[config.mk]
export PLATFORM = sky130hd
export DESIGN_NAME = signed_decimal_add_sub_flat
export DESIGN_NICKNAME = d
export VERILOG_FILES = /design/src/rtl/sdas_pkg.sv /design/src/rtl/sdas_in_if.sv /design/src/rtl/sdas_out_if.sv /design/src/rtl/sdas_lane.sv /design/src/rtl/sdas_merge.sv /design/src/rtl/signed_decimal_add_sub.sv /design/src/flat_wrapper.sv
export SDC_FILE = /design/constraint.sdc
export NUM_CORES = 1
export LEC_CHECK = 0
export ABC_CLOCK_PERIOD_IN_PS = 11300
export BUFFER_PORTS_ARGS = -buffer_cell sky130_fd_sc_hd__buf_2
export CAP_MARGIN = 40
export CORE_ASPECT_RATIO = 1.4
export CORE_MARGIN = 2
export CORE_UTILIZATION = 60
export CTS_CLUSTER_SIZE = 12
export DETAILED_ROUTE_END_ITERATION = 16
export HOLD_SLACK_MARGIN = 0.15
export PLACE_DENSITY = 0.84
export SETUP_SLACK_MARGIN = 0.02
export SYNTH_ARGS = -nofsm -noshare
export SYNTH_HDL_FRONTEND = slang
export SYNTH_SLANG_ARGS = --single-unit
[constraint.sdc]
create_clock -name i_clk -period 11.3 [get_ports i_clk]
set_input_delay 0 -clock i_clk [delete_from_list [all_inputs] [get_ports i_clk]]
set_output_delay 0 -clock i_clk [all_outputs]
set_load 0.005 [all_outputs]
[src/rtl/sdas_pkg.sv]
// ----------------------------------------------------------------------------
// sdas_pkg
// Shared types, constants and helper functions for the signed decimal
// adder/subtractor.
// ----------------------------------------------------------------------------
package sdas_pkg;

    // maximum number of digits the datapath supports
    localparam int SDAS_MAX_DIGITS = 15;
    // default digit count
    localparam int SDAS_DIGITS     = 15;
    // packed bcd field width on the ports
    localparam int SDAS_FIELD_W    = 4 * SDAS_MAX_DIGITS;
    // width of the significant digit count
    localparam int SDAS_COUNT_W    = 4;

    // one digit position summed with a possible carry pending, 0..18
    typedef logic [4:0] t_dsum;
    typedef logic [3:0] t_digit;

    // per-lane digit sums for the three candidate operations
    typedef struct packed {
        t_dsum add;   // a + b
        t_dsum ab;    // a + nines(b), carry in 1 gives a - b
        t_dsum ba;    // b + nines(a), carry in 1 gives b - a
    } t_lane_sum;

    // stage enables handed to the merge unit
    typedef struct packed {
        logic en2;
        logic en3;
    } t_merge_ctl;

    // effective operand signs after the operation is folded in
    typedef struct packed {
        logic a_neg;
        logic b_neg;
    } t_sign;

    typedef logic [SDAS_MAX_DIGITS-1:0] t_gp_vec;

    // parallel prefix decimal carry: returns the carry out of every digit
    function automatic t_gp_vec f_carry_prefix(t_gp_vec g, t_gp_vec p, logic cin);
        t_gp_vec gg;
        t_gp_vec pp;
        t_gp_vec gn;
        t_gp_vec pn;
        int      lvl;
        int      i;
        int      d;
        gg    = g;
        pp    = p;
        gg[0] = g[0] | (p[0] & cin);
        for (lvl = 0; lvl < 4; lvl++) begin
            d = 1 << lvl;
            for (i = 0; i < SDAS_MAX_DIGITS; i++) begin
                if (i >= d) begin
                    gn[i] = gg[i] | (pp[i] & gg[i-d]);
                    pn[i] = pp[i] & pp[i-d];
                end else begin
                    gn[i] = gg[i];
                    pn[i] = pp[i];
                end
            end
            gg = gn;
            pp = pn;
        end
        return gg;
    endfunction

    // final decimal digit of a position sum plus its carry in
    function automatic t_digit f_digit_fix(t_dsum s, logic c);
        t_dsum t;
        t = s + {4'd0, c};
        if (t >= 5'd10) begin
            t = t - 5'd10;
        end
        return t[3:0];
    endfunction

endpackage

[src/rtl/sdas_in_if.sv]
// ----------------------------------------------------------------------------
// sdas_in_if
// Operand channel: operation, two signs and two packed bcd magnitudes.
// ----------------------------------------------------------------------------
interface sdas_in_if;
    logic                            valid;
    logic                            ready;
    logic                            op;
    logic                            a_negative;
    logic [sdas_pkg::SDAS_FIELD_W-1:0] a_digits;
    logic                            b_negative;
    logic [sdas_pkg::SDAS_FIELD_W-1:0] b_digits;

    modport source (
        output valid, op, a_negative, a_digits, b_negative, b_digits,
        input  ready
    );
    modport sink (
        input  valid, op, a_negative, a_digits, b_negative, b_digits,
        output ready
    );
endinterface

[src/rtl/sdas_out_if.sv]
// ----------------------------------------------------------------------------
// sdas_out_if
// Result channel: sign, packed bcd magnitude, digit count and overflow.
// ----------------------------------------------------------------------------
interface sdas_out_if;
    logic                              valid;
    logic                              ready;
    logic                              result_negative;
    logic [sdas_pkg::SDAS_FIELD_W-1:0] result_digits;
    logic [sdas_pkg::SDAS_COUNT_W-1:0] digit_count;
    logic                              overflow;

    modport source (
        output valid, result_negative, result_digits, digit_count, overflow,
        input  ready
    );
    modport sink (
        input  valid, result_negative, result_digits, digit_count, overflow,
        output ready
    );
endinterface

[src/rtl/sdas_lane.sv]
// ----------------------------------------------------------------------------
// sdas_lane
// One digit position: saturates both operand digits and registers the
// position sums for add, a minus b and b minus a.
// ----------------------------------------------------------------------------
module sdas_lane (
    input  logic                 i_clk,
    input  logic                 i_en,
    input  logic [3:0]           i_a_nib,
    input  logic [3:0]           i_b_nib,
    output sdas_pkg::t_lane_sum  o_sum
);
    import sdas_pkg::*;

    t_digit    a_dig;
    t_digit    b_dig;
    t_lane_sum n_sum;
    t_lane_sum r_sum;

    // non-decimal codes read as nine
    assign a_dig = (i_a_nib > 4'd9) ? 4'd9 : i_a_nib;
    assign b_dig = (i_b_nib > 4'd9) ? 4'd9 : i_b_nib;

    // position sums, nines complement for the subtracted operand
    always_comb begin
        n_sum.add = {1'b0, a_dig} + {1'b0, b_dig};
        n_sum.ab  = {1'b0, a_dig} + {1'b0, 4'd9 - b_dig};
        n_sum.ba  = {1'b0, b_dig} + {1'b0, 4'd9 - a_dig};
    end

    always_ff @(posedge i_clk) begin
        if (i_en) begin
            r_sum <= n_sum;
        end
    end

    assign o_sum = r_sum;

endmodule

[src/rtl/sdas_merge.sv]
// ----------------------------------------------------------------------------
// sdas_merge
// Combines the lanes: lookahead decimal carries for the three candidate
// sums, picks the one that gives the magnitude, then counts digits.
// ----------------------------------------------------------------------------
module sdas_merge #(
    parameter int DIGITS = sdas_pkg::SDAS_DIGITS
) (
    input  logic                                i_clk,
    input  sdas_pkg::t_merge_ctl                i_ctl,
    input  sdas_pkg::t_sign                     i_sign,
    input  sdas_pkg::t_lane_sum [DIGITS-1:0]    i_sum,
    output logic                                o_negative,
    output logic [sdas_pkg::SDAS_FIELD_W-1:0]   o_digits,
    output logic [sdas_pkg::SDAS_COUNT_W-1:0]   o_count,
    output logic                                o_overflow
);
    import sdas_pkg::*;

    t_gp_vec                 g_add, p_add, g_ab, p_ab, g_ba, p_ba;
    t_gp_vec                 co_add, co_ab, co_ba;
    t_digit [DIGITS-1:0]     d_add, d_ab, d_ba;
    t_digit [DIGITS-1:0]     n_digits;
    t_digit [DIGITS-1:0]     r_digits;
    logic                    same_sign;
    logic                    a_ge_b;
    logic                    n_neg, r_neg;
    logic                    n_ovf, r_ovf;
    logic [DIGITS-1:0]       nz;
    logic [SDAS_FIELD_W-1:0] n_res, r_res;
    logic [SDAS_COUNT_W-1:0] n_cnt, r_cnt;
    logic                    n_neg_out, r_neg_out;
    logic                    r_ovf_out;

    // generate and propagate per digit, unused positions stay zero
    always_comb begin
        g_add = '0; p_add = '0;
        g_ab  = '0; p_ab  = '0;
        g_ba  = '0; p_ba  = '0;
        for (int i = 0; i < DIGITS; i++) begin
            g_add[i] = i_sum[i].add > 5'd9;
            p_add[i] = i_sum[i].add == 5'd9;
            g_ab[i]  = i_sum[i].ab  > 5'd9;
            p_ab[i]  = i_sum[i].ab  == 5'd9;
            g_ba[i]  = i_sum[i].ba  > 5'd9;
            p_ba[i]  = i_sum[i].ba  == 5'd9;
        end
    end

    // carries: plain add, ten's complement subtracts take a carry in of one
    assign co_add = f_carry_prefix(g_add, p_add, 1'b0);
    assign co_ab  = f_carry_prefix(g_ab,  p_ab,  1'b1);
    assign co_ba  = f_carry_prefix(g_ba,  p_ba,  1'b1);

    // result digits of every candidate
    always_comb begin
        for (int i = 0; i < DIGITS; i++) begin
            if (i == 0) begin
                d_add[i] = f_digit_fix(i_sum[i].add, 1'b0);
                d_ab[i]  = f_digit_fix(i_sum[i].ab,  1'b1);
                d_ba[i]  = f_digit_fix(i_sum[i].ba,  1'b1);
            end else begin
                d_add[i] = f_digit_fix(i_sum[i].add, co_add[i-1]);
                d_ab[i]  = f_digit_fix(i_sum[i].ab,  co_ab[i-1]);
                d_ba[i]  = f_digit_fix(i_sum[i].ba,  co_ba[i-1]);
            end
        end
    end

    // a carry out of a minus b means a is at least b
    assign same_sign = (i_sign.a_neg == i_sign.b_neg);
    assign a_ge_b    = co_ab[DIGITS-1];

    always_comb begin
        if (same_sign) begin
            n_digits = d_add;
            n_neg    = i_sign.a_neg;
            n_ovf    = co_add[DIGITS-1];
        end else if (a_ge_b) begin
            n_digits = d_ab;
            n_neg    = i_sign.a_neg;
            n_ovf    = 1'b0;
        end else begin
            n_digits = d_ba;
            n_neg    = i_sign.b_neg;
            n_ovf    = 1'b0;
        end
    end

    always_ff @(posedge i_clk) begin
        if (i_ctl.en2) begin
            r_digits <= n_digits;
            r_neg    <= n_neg;
            r_ovf    <= n_ovf;
        end
    end

    // significant digit count and zero sign cleanup
    always_comb begin
        n_cnt = SDAS_COUNT_W'(1);
        for (int i = 0; i < DIGITS; i++) begin
            nz[i] = (r_digits[i] != 4'd0);
            if (nz[i]) begin
                n_cnt = SDAS_COUNT_W'(i + 1);
            end
        end
        n_res                 = '0;
        n_res[4*DIGITS-1:0]   = r_digits;
        n_neg_out             = r_neg & ((|nz) | r_ovf);
    end

    always_ff @(posedge i_clk) begin
        if (i_ctl.en3) begin
            r_res     <= n_res;
            r_cnt     <= n_cnt;
            r_neg_out <= n_neg_out;
            r_ovf_out <= r_ovf;
        end
    end

    assign o_negative = r_neg_out;
    assign o_digits   = r_res;
    assign o_count    = r_cnt;
    assign o_overflow = r_ovf_out;

endmodule

[src/rtl/signed_decimal_add_sub.sv]
// ----------------------------------------------------------------------------
// signed_decimal_add_sub
// Signed decimal adder/subtractor on sign and packed bcd magnitude words.
// Takes one operand word per clock and returns one result word per clock
// while the result side is ready, through three register stages: the
// per-digit lanes, the lookahead carry and select stage, and the digit
// count stage that doubles as the output register. Ready depends only on
// the fill of those stages and the result side's ready, so a stalled result
// does not block new words while any stage is free. Digits 10 to 15 are
// read as nine, nibbles at and above DIGITS are ignored, a zero result without
// overflow is always positive and overflow keeps the low DIGITS digits.
// ----------------------------------------------------------------------------
module signed_decimal_add_sub #(
    parameter int DIGITS = sdas_pkg::SDAS_DIGITS
) (
    input  logic        i_clk,
    input  logic        i_rst_n,
    sdas_in_if.sink     i_in,
    sdas_out_if.source  o_out
);
    import sdas_pkg::*;

    logic                       en1, en2, en3;
    logic                       r_v1, r_v2, r_v3;
    t_sign                      r_sign;
    t_lane_sum [DIGITS-1:0]     w_sum;
    t_merge_ctl                 ctl;

    // stage enables: a stage moves when it is empty or its successor moves
    assign en3 = !r_v3 || o_out.ready;
    assign en2 = !r_v2 || en3;
    assign en1 = !r_v1 || en2;

    assign i_in.ready = en1;
    assign ctl.en2    = en2;
    assign ctl.en3    = en3;

    // valid bits of the three stages
    always_ff @(posedge i_clk) begin
        if (!i_rst_n) begin
            r_v1 <= 1'b0;
            r_v2 <= 1'b0;
            r_v3 <= 1'b0;
        end else begin
            if (en1) r_v1 <= i_in.valid;
            if (en2) r_v2 <= r_v1;
            if (en3) r_v3 <= r_v2;
        end
    end

    // subtraction flips the second operand's sign
    always_ff @(posedge i_clk) begin
        if (en1) begin
            r_sign.a_neg <= i_in.a_negative;
            r_sign.b_neg <= i_in.b_negative ^ i_in.op;
        end
    end

    // one lane per digit position
    for (genvar k = 0; k < DIGITS; k++) begin : g_lane
        sdas_lane u_lane (
            .i_clk   (i_clk),
            .i_en    (en1),
            .i_a_nib (i_in.a_digits[4*k +: 4]),
            .i_b_nib (i_in.b_digits[4*k +: 4]),
            .o_sum   (w_sum[k])
        );
    end

    sdas_merge #(
        .DIGITS (DIGITS)
    ) u_merge (
        .i_clk      (i_clk),
        .i_ctl      (ctl),
        .i_sign     (r_sign),
        .i_sum      (w_sum),
        .o_negative (o_out.result_negative),
        .o_digits   (o_out.result_digits),
        .o_count    (o_out.digit_count),
        .o_overflow (o_out.overflow)
    );

    assign o_out.valid = r_v3;

    // digit count stays within one and DIGITS
    a_count_range: assert property (@(posedge i_clk) disable iff (!i_rst_n)
        o_out.valid |-> (o_out.digit_count >= SDAS_COUNT_W'(1)) &&
                        (o_out.digit_count <= SDAS_COUNT_W'(DIGITS)))
        else $error("digit count out of range");

    // a zero magnitude without overflow is never negative
    a_zero_positive: assert property (@(posedge i_clk) disable iff (!i_rst_n)
        o_out.valid && (o_out.result_digits == '0) && !o_out.overflow
            |-> !o_out.result_negative)
        else $error("negative zero result");

    // nibbles above the digit range are zero
    a_upper_clear: assert property (@(posedge i_clk) disable iff (!i_rst_n)
        o_out.valid |-> ((o_out.result_digits >> (4 * DIGITS)) == '0))
        else $error("result digits above range not clear");

    // a word accepted into an empty pipe shows up at the output through the lane, merge and count registers
    a_latency: assert property (@(posedge i_clk) disable iff (!i_rst_n)
        i_in.valid && i_in.ready && !r_v1 && !r_v2 && !r_v3 |-> ##3 o_out.valid)
        else $error("result missing after three cycles");

endmodule
[src/flat_wrapper.sv]
// flat-port wrapper written by rule: the top's interface ports become plain ports
module signed_decimal_add_sub_flat import sdas_pkg::*;
#(
    parameter int DIGITS = sdas_pkg::SDAS_DIGITS
)
  (i_clk, i_rst_n, i_in_valid, i_in_op, i_in_a_negative, i_in_a_digits, i_in_b_negative, i_in_b_digits, i_in_ready, o_out_valid, o_out_result_negative, o_out_result_digits, o_out_digit_count, o_out_overflow, o_out_ready);
  sdas_in_if i_in_i ();
  sdas_out_if o_out_i ();
  input  logic i_clk;
  input  logic i_rst_n;
  input wire logic [$bits(i_in_i.valid)-1:0] i_in_valid;
  input wire logic [$bits(i_in_i.op)-1:0] i_in_op;
  input wire logic [$bits(i_in_i.a_negative)-1:0] i_in_a_negative;
  input wire logic [$bits(i_in_i.a_digits)-1:0] i_in_a_digits;
  input wire logic [$bits(i_in_i.b_negative)-1:0] i_in_b_negative;
  input wire logic [$bits(i_in_i.b_digits)-1:0] i_in_b_digits;
  output wire logic [$bits(i_in_i.ready)-1:0] i_in_ready;
  output wire logic [$bits(o_out_i.valid)-1:0] o_out_valid;
  output wire logic [$bits(o_out_i.result_negative)-1:0] o_out_result_negative;
  output wire logic [$bits(o_out_i.result_digits)-1:0] o_out_result_digits;
  output wire logic [$bits(o_out_i.digit_count)-1:0] o_out_digit_count;
  output wire logic [$bits(o_out_i.overflow)-1:0] o_out_overflow;
  input wire logic [$bits(o_out_i.ready)-1:0] o_out_ready;
  assign i_in_i.valid = i_in_valid;
  assign i_in_i.op = i_in_op;
  assign i_in_i.a_negative = i_in_a_negative;
  assign i_in_i.a_digits = i_in_a_digits;
  assign i_in_i.b_negative = i_in_b_negative;
  assign i_in_i.b_digits = i_in_b_digits;
  assign i_in_ready = i_in_i.ready;
  assign o_out_valid = o_out_i.valid;
  assign o_out_result_negative = o_out_i.result_negative;
  assign o_out_result_digits = o_out_i.result_digits;
  assign o_out_digit_count = o_out_i.digit_count;
  assign o_out_overflow = o_out_i.overflow;
  assign o_out_i.ready = o_out_ready;
  signed_decimal_add_sub #(.DIGITS(DIGITS)) u_core (.i_clk(i_clk), .i_rst_n(i_rst_n), .i_in(i_in_i), .o_out(o_out_i));
endmodule
* Word-level counts from Yosys, hierarchy flattened
Index checks and enable logic that the tools add are counted.
** Storage, ports and cells
- Input port bits :: 127
- Logic and storage cells :: 875
- Output and inout port bits :: 68
- Bits in registers :: 358
** Cells by class
- Equal/unequal tests :: 44
- $lt $le $gt $ge :: 119
- Add/sub/neg operators :: 164
- Mux-type cells :: 92
- Reductions and logical operators :: 25
- Bitwise gates (word level) :: 357
** Operator list (count)
- two-way mux 4 bit :: 80
- adder 4 x 4 -> 5 bit :: 45
- >= comparator 5 x 4 -> 1 bit (second input constant) :: 45
- AND 1 bit :: 222
- greater-than comparator 5 x 4 -> 1 bit (second input constant) :: 44
- == test 5 x 4 -> 1 bit (second input constant) :: 43
- adder 5 x 1 -> 5 bit :: 42
- subtractor 4 bit (second input constant) :: 45
- bitwise OR 1 bit :: 134
- greater-than comparator 4 bit (second input constant) :: 30
- two-way mux 60 bit :: 2
- subtractor 4 bit (first input constant) :: 30
- nonzero test 4 bit :: 15
- OR reduction 15 bit :: 1
- two-way mux 3 bit :: 4
- adder 5 x 1 -> 5 bit (second input constant) :: 2
- OR reduction 8 bit :: 1
- two-way mux 2 bit :: 3
- OR reduction 4 bit :: 1
- logical NOT 1 bit :: 3
- logical OR 1 bit :: 3
- two-way mux 1 bit :: 3
- OR reduction 2 bit :: 1
- == test 1 bit :: 1
- XOR 1 bit :: 1

* Longest topological paths before layout
- Word-level depth :: 14
- Mapped depth :: 20
- Depth with buffers taken out :: 20

* Cells and area by module
From an unflattened synthesis, not the netlist that was laid out.
** Unflattened totals
- Cells, all modules :: 2530
- Area, all modules :: 26496.7 um2
** Modules (own cells, without submodules)
- sdas_merge :: seq. area each 3843.7 um2, cells an instance 1525, area an instance 13618.1 um2, times used 1
- sdas_lane :: seq. area each 420.4 um2, cells an instance 66, area an instance 845.8 um2, times used 15
- signed_decimal_add_sub :: seq. area each 120.1 um2, cells an instance 15, area an instance 191.4 um2, times used 1

* Worst setup path after synthesis
Ideal clock, no wire load.
- Path type :: register -> register
- Start :: register u_core.r_v3 (netlist: u_core.o_out.valid)
- End :: register u_core.g_lane[0].u_lane.r_sum (netlist bit u_core.g_lane[0].u_lane.o_sum[10]) (enable)
- Path buffers :: 0
- Arrival :: 5.350 ns
- Slack :: 3.731 ns
- Period minus slack after synthesis :: 7.569 ns
- Data required time :: 9.081 ns
- Setup time :: 2.219 ns
- Cell stages (with the launch flop) :: 3
- Cells stage by stage :: dfxtp_1 nor2b_1 nand3_1
** Between the ends
- Cells in the longest elaborated chain, start to end :: 4
** RTL lines
- from (decl) :: line signed_decimal_add_sub.sv:24 : logic r_v1, r_v2, r_v3;
- from (signal assigned) :: line signed_decimal_add_sub.sv:47 : if (en3) r_v3 <= r_v2;
- logical NOT 1 bit :: line signed_decimal_add_sub.sv:30 : assign en3 = !r_v3 || o_out.ready;
- logical OR 1 bit :: line signed_decimal_add_sub.sv:30
- logical OR 1 bit :: line signed_decimal_add_sub.sv:31 : assign en2 = !r_v2 || en3;
- logical OR 1 bit :: line signed_decimal_add_sub.sv:32 : assign en1 = !r_v1 || en2;
- named net i_in_ready :: line flat_wrapper.sv:17 : output wire logic [$bits(i_in_i.ready)-1:0] i_in_ready;
- to (signal assigned) :: line sdas_lane.sv:33 : r_sum <= n_sum;
- to (decl) :: line sdas_lane.sv:18 : t_lane_sum r_sum;
The timed path passes the listed nets, and every way through them passes these cells.
A chain may end at the register's enable or synchronous reset.

==> impl_metrics.tcl <==
set metrics [dict create \
    endpoint_kind "flip-flop" \
    die_w_um 183 \
    post_cts_buffers 0 \
    grt_usage_pct 30.2 \
    synth_area_um2 26900 \
    clock-root-buffer "clkbuf_16" \
    antenna_cells 0 \
    p_leak_uw 0.0138 \
    cts.sinks 343 \
    initial_core_util_pct 60.9 \
    synthFlopType "edfxtp_1" \
    p_clk_share_pct 20.7 \
    cp.arrival_ps 5730 \
    syn_to_final_growth_pct 15.5 \
    status "complete, no violations" \
    r2r-start "u_core.g_lane[0].u_lane.o_sum[5]" \
    swShare_pct 36.8 \
    routed_wl_mm 70.8 \
    drc 0 \
    path_class "flip-flop to flip-flop" \
    fin_crit_sh_pct 47.4 \
    clockBufferDepth 3 \
    vias 21900 \
    fin_crit_ps 5360 \
    tightest_slew_ps 994 \
    avgViaCountPerCell 6.08 \
    required_ps 11670 \
    path_clk_slew_ps 60 \
    drtIter0Drc 1504 \
    syn_area_per_cell_um2 9.93 \
    hold_path.startpoint "i_in_a_negative" \
    min_path_type "input port to flip-flop" \
    mostFrequentLayoutCells "edfxtp_1 (340), ha_1 (314), inv_1 (312), xnor2_1 (199), buf_2 (194)" \
    synthArstFlopShare_pct 0 \
    drive_gt1_share_pct 9.48 \
    p_per_area_nw_per_um2 184 \
    synthCells 2710 \
    ctsHoldBuffers 139 \
    core_um2 44200 \
    finalPower_uw 5720 \
    grt_pass1_wl_mm 112 \
    ir_drop_mv 0.116 \
    port_buffers 194 \
    num_rows 91 \
    grt_pass1_vias 22800 \
    dr.pass1.iters 8 \
    start_kind "flip-flop" \
    ant_nets 0 \
    power_frac_seq_pct 38.8 \
    crit_fanout 9 \
    globalRouteOverflowTotal 0 \
    syn-num-nets 3196 \
    h-tree-depth 2 \
    skew_ps 21.6 \
    final_nets 3514 \
    clk_latency_ps 550 \
    io_pins 195 \
    hold_violations 0 \
    die_h_um 255 \
    max_freq_ghz 0.187 \
    synth_edf_count 340 \
    numCtsBuffers 37 \
    layout_commonest_cell "edfxtp_1" \
    place_congestion 0.951 \
    p_int_uw 3620 \
    cts_resized 0 \
    r2r_slack_ps 5940 \
    wl_per_cell_um 19.6 \
    die_area_um2 46600 \
    ys_seq_elements 343 \
    ys_seq_area_share_pct 38.1 \
    ys_types 70 \
    slew_violations 0 \
    setup_viol 0 \
    hpwlAfterDp_mm 52.5 \
    startpoint "u_core.g_lane[0].u_lane.o_sum[5]" \
    grt_antenna_before_repair 1 \
    tns_ps 0 \
    rsz0062_at_grt "false" \
    timing.hold.ws_ps 167 \
    grt_max_degree 73 \
    slew_headroom_pct 33.2 \
    final_util_pct 70.4 \
    yosysWarnings 0 \
    pwr-share-comb_pct 40.4 \
    drv_cap 0 \
    p_switching_uw 2110 \
    cts_tree "built" \
]
[cell type report]
cell class / instances / area [µm²]
Clock buffer: 49 / 1050
Sequential cell: 343 / 10300
Multi-Input combinational cell: 1984 / 15300
Timing Repair Buffer: 349 / 2550
Tap cell: 558 / 698
Clock inverter: 11 / 103
Inverter: 313 / 1170
Fill cell: 3071 / 13100
[per-stage QoR]
step	cells	instance area, µm²	setup WS, ps
floorplan	2710	26900	3730
global placement	3404	28500	6370
detailed placement	3406	28500	6100
CTS	3605	31000	6070
global route	3607	31100	5770
finish	3607	31100	5940
[synth_stat cells, types with 4 or more instances]
library cell	instances	area share, %
or4_1	9	0.25
nand3_1	149	2.8
xnor2_1	200	6.5
a31oi_1	64	1.5
o21a_1	34	0.95
inv_1	313	4.4
a31o_2	8	0.26
nand3b_1	20	0.56
a31o_1	4	0.13
buf_2	8	0.15
xor2_1	98	3.2
a211o_1	8	0.26
or2_2	9	0.21
a211oi_1	14	0.39
and2_1	9	0.21
edfxtp_1	340	38
nand4_1	12	0.28
clkbuf_1	61	0.85
ha_1	314	15
a21oi_1	125	2.3
fa_1	45	3.3
nor2_1	146	2.0
nor4_1	23	0.53
mux2i_1	52	1.9
nor2b_1	76	1.8
a21o_1	51	1.4
o211ai_1	9	0.25
o21ai_0	176	3.3
o31ai_1	5	0.14
a311oi_1	5	0.16
nand2_1	79	1.1
a21boi_0	13	0.36
nor4b_1	8	0.26
nor3_1	29	0.54
nand2b_1	136	3.2
[worst paths after layout]
check / end / depth (start not counted)
worst min-delay path: u_core.r_sign[1] / 2
worst max-delay path: u_core.u_merge.n_res[46] / 17
worst max register to register: u_core.u_merge.n_res[46] / 17
worst min register to register: u_core.u_merge.o_digits[20] / 0
[kinds of logic (layout without fill, tap and decap cells)]
group	Yosys count	in the layout	synth area share (%)
AND/OR/NAND/NOR	722	722	14.2
AO/OA/AOI/OAI	552	552	12.6
buffers and inverters	383	722	5.38
adder cells (fa/ha/maj)	359	359	17.9
flip-flops	343	343	38.1
XOR/XNOR	298	298	9.70
multiplexers	53	53	1.98
[worst max-delay path, stage by stage, from the launching register on]
cell      delay (ps)
edfxtp_1         520
ha_1             290
o41ai_2          480
a21bo_1          280
o211ai_2         140
a311o_2          430
a221o_1          360
a2111o_1         430
a31o_1           250
ha_1             220
ha_1             220
xnor2_1          270
ha_1             250
nand2_1           70
a21boi_0         390
mux2i_1          240
nand3_1           90
a31oi_1          250
[metal layers]
metal  global-route usage [%]  wire [µm]
met1                     31.7      24600
met2                     55.3      36100
met3                     4.21       4540
met4                     21.9       5580
met5                        0         11
[power groups by stage]
stage | Combinational [µW] | Sequential (µW) | Clock [µW]
2_1_floorplan | 1600 | 2090 | 0
3_3_place_gp | 2060 | 2210 | 0
3_5_place_dp | 2190 | 2230 | 0
4_1_cts | 2270 | 2210 | 1200
5_1_grt | 2560 | 2250 | 1240
6_report | 2310 | 2220 | 1190
[state kept, by name (all words and copies together), names as in the netlist]
register                    cells
u_core.u_merge.o_count          4
u_core.u_merge.r_neg            1
u_core.g_lane.u_lane.o_sum    210
u_core.u_merge.n_res           60
u_core.r_v2                     1
u_core.u_merge.o_negative       1
u_core.o_out.valid              1
u_core.r_v1                     1
u_core.r_sign                   2
u_core.u_merge.o_digits        60
u_core.u_merge.r_ovf            1
u_core.u_merge.o_overflow       1
Note: power is estimated with default switching activity, not from simulation.
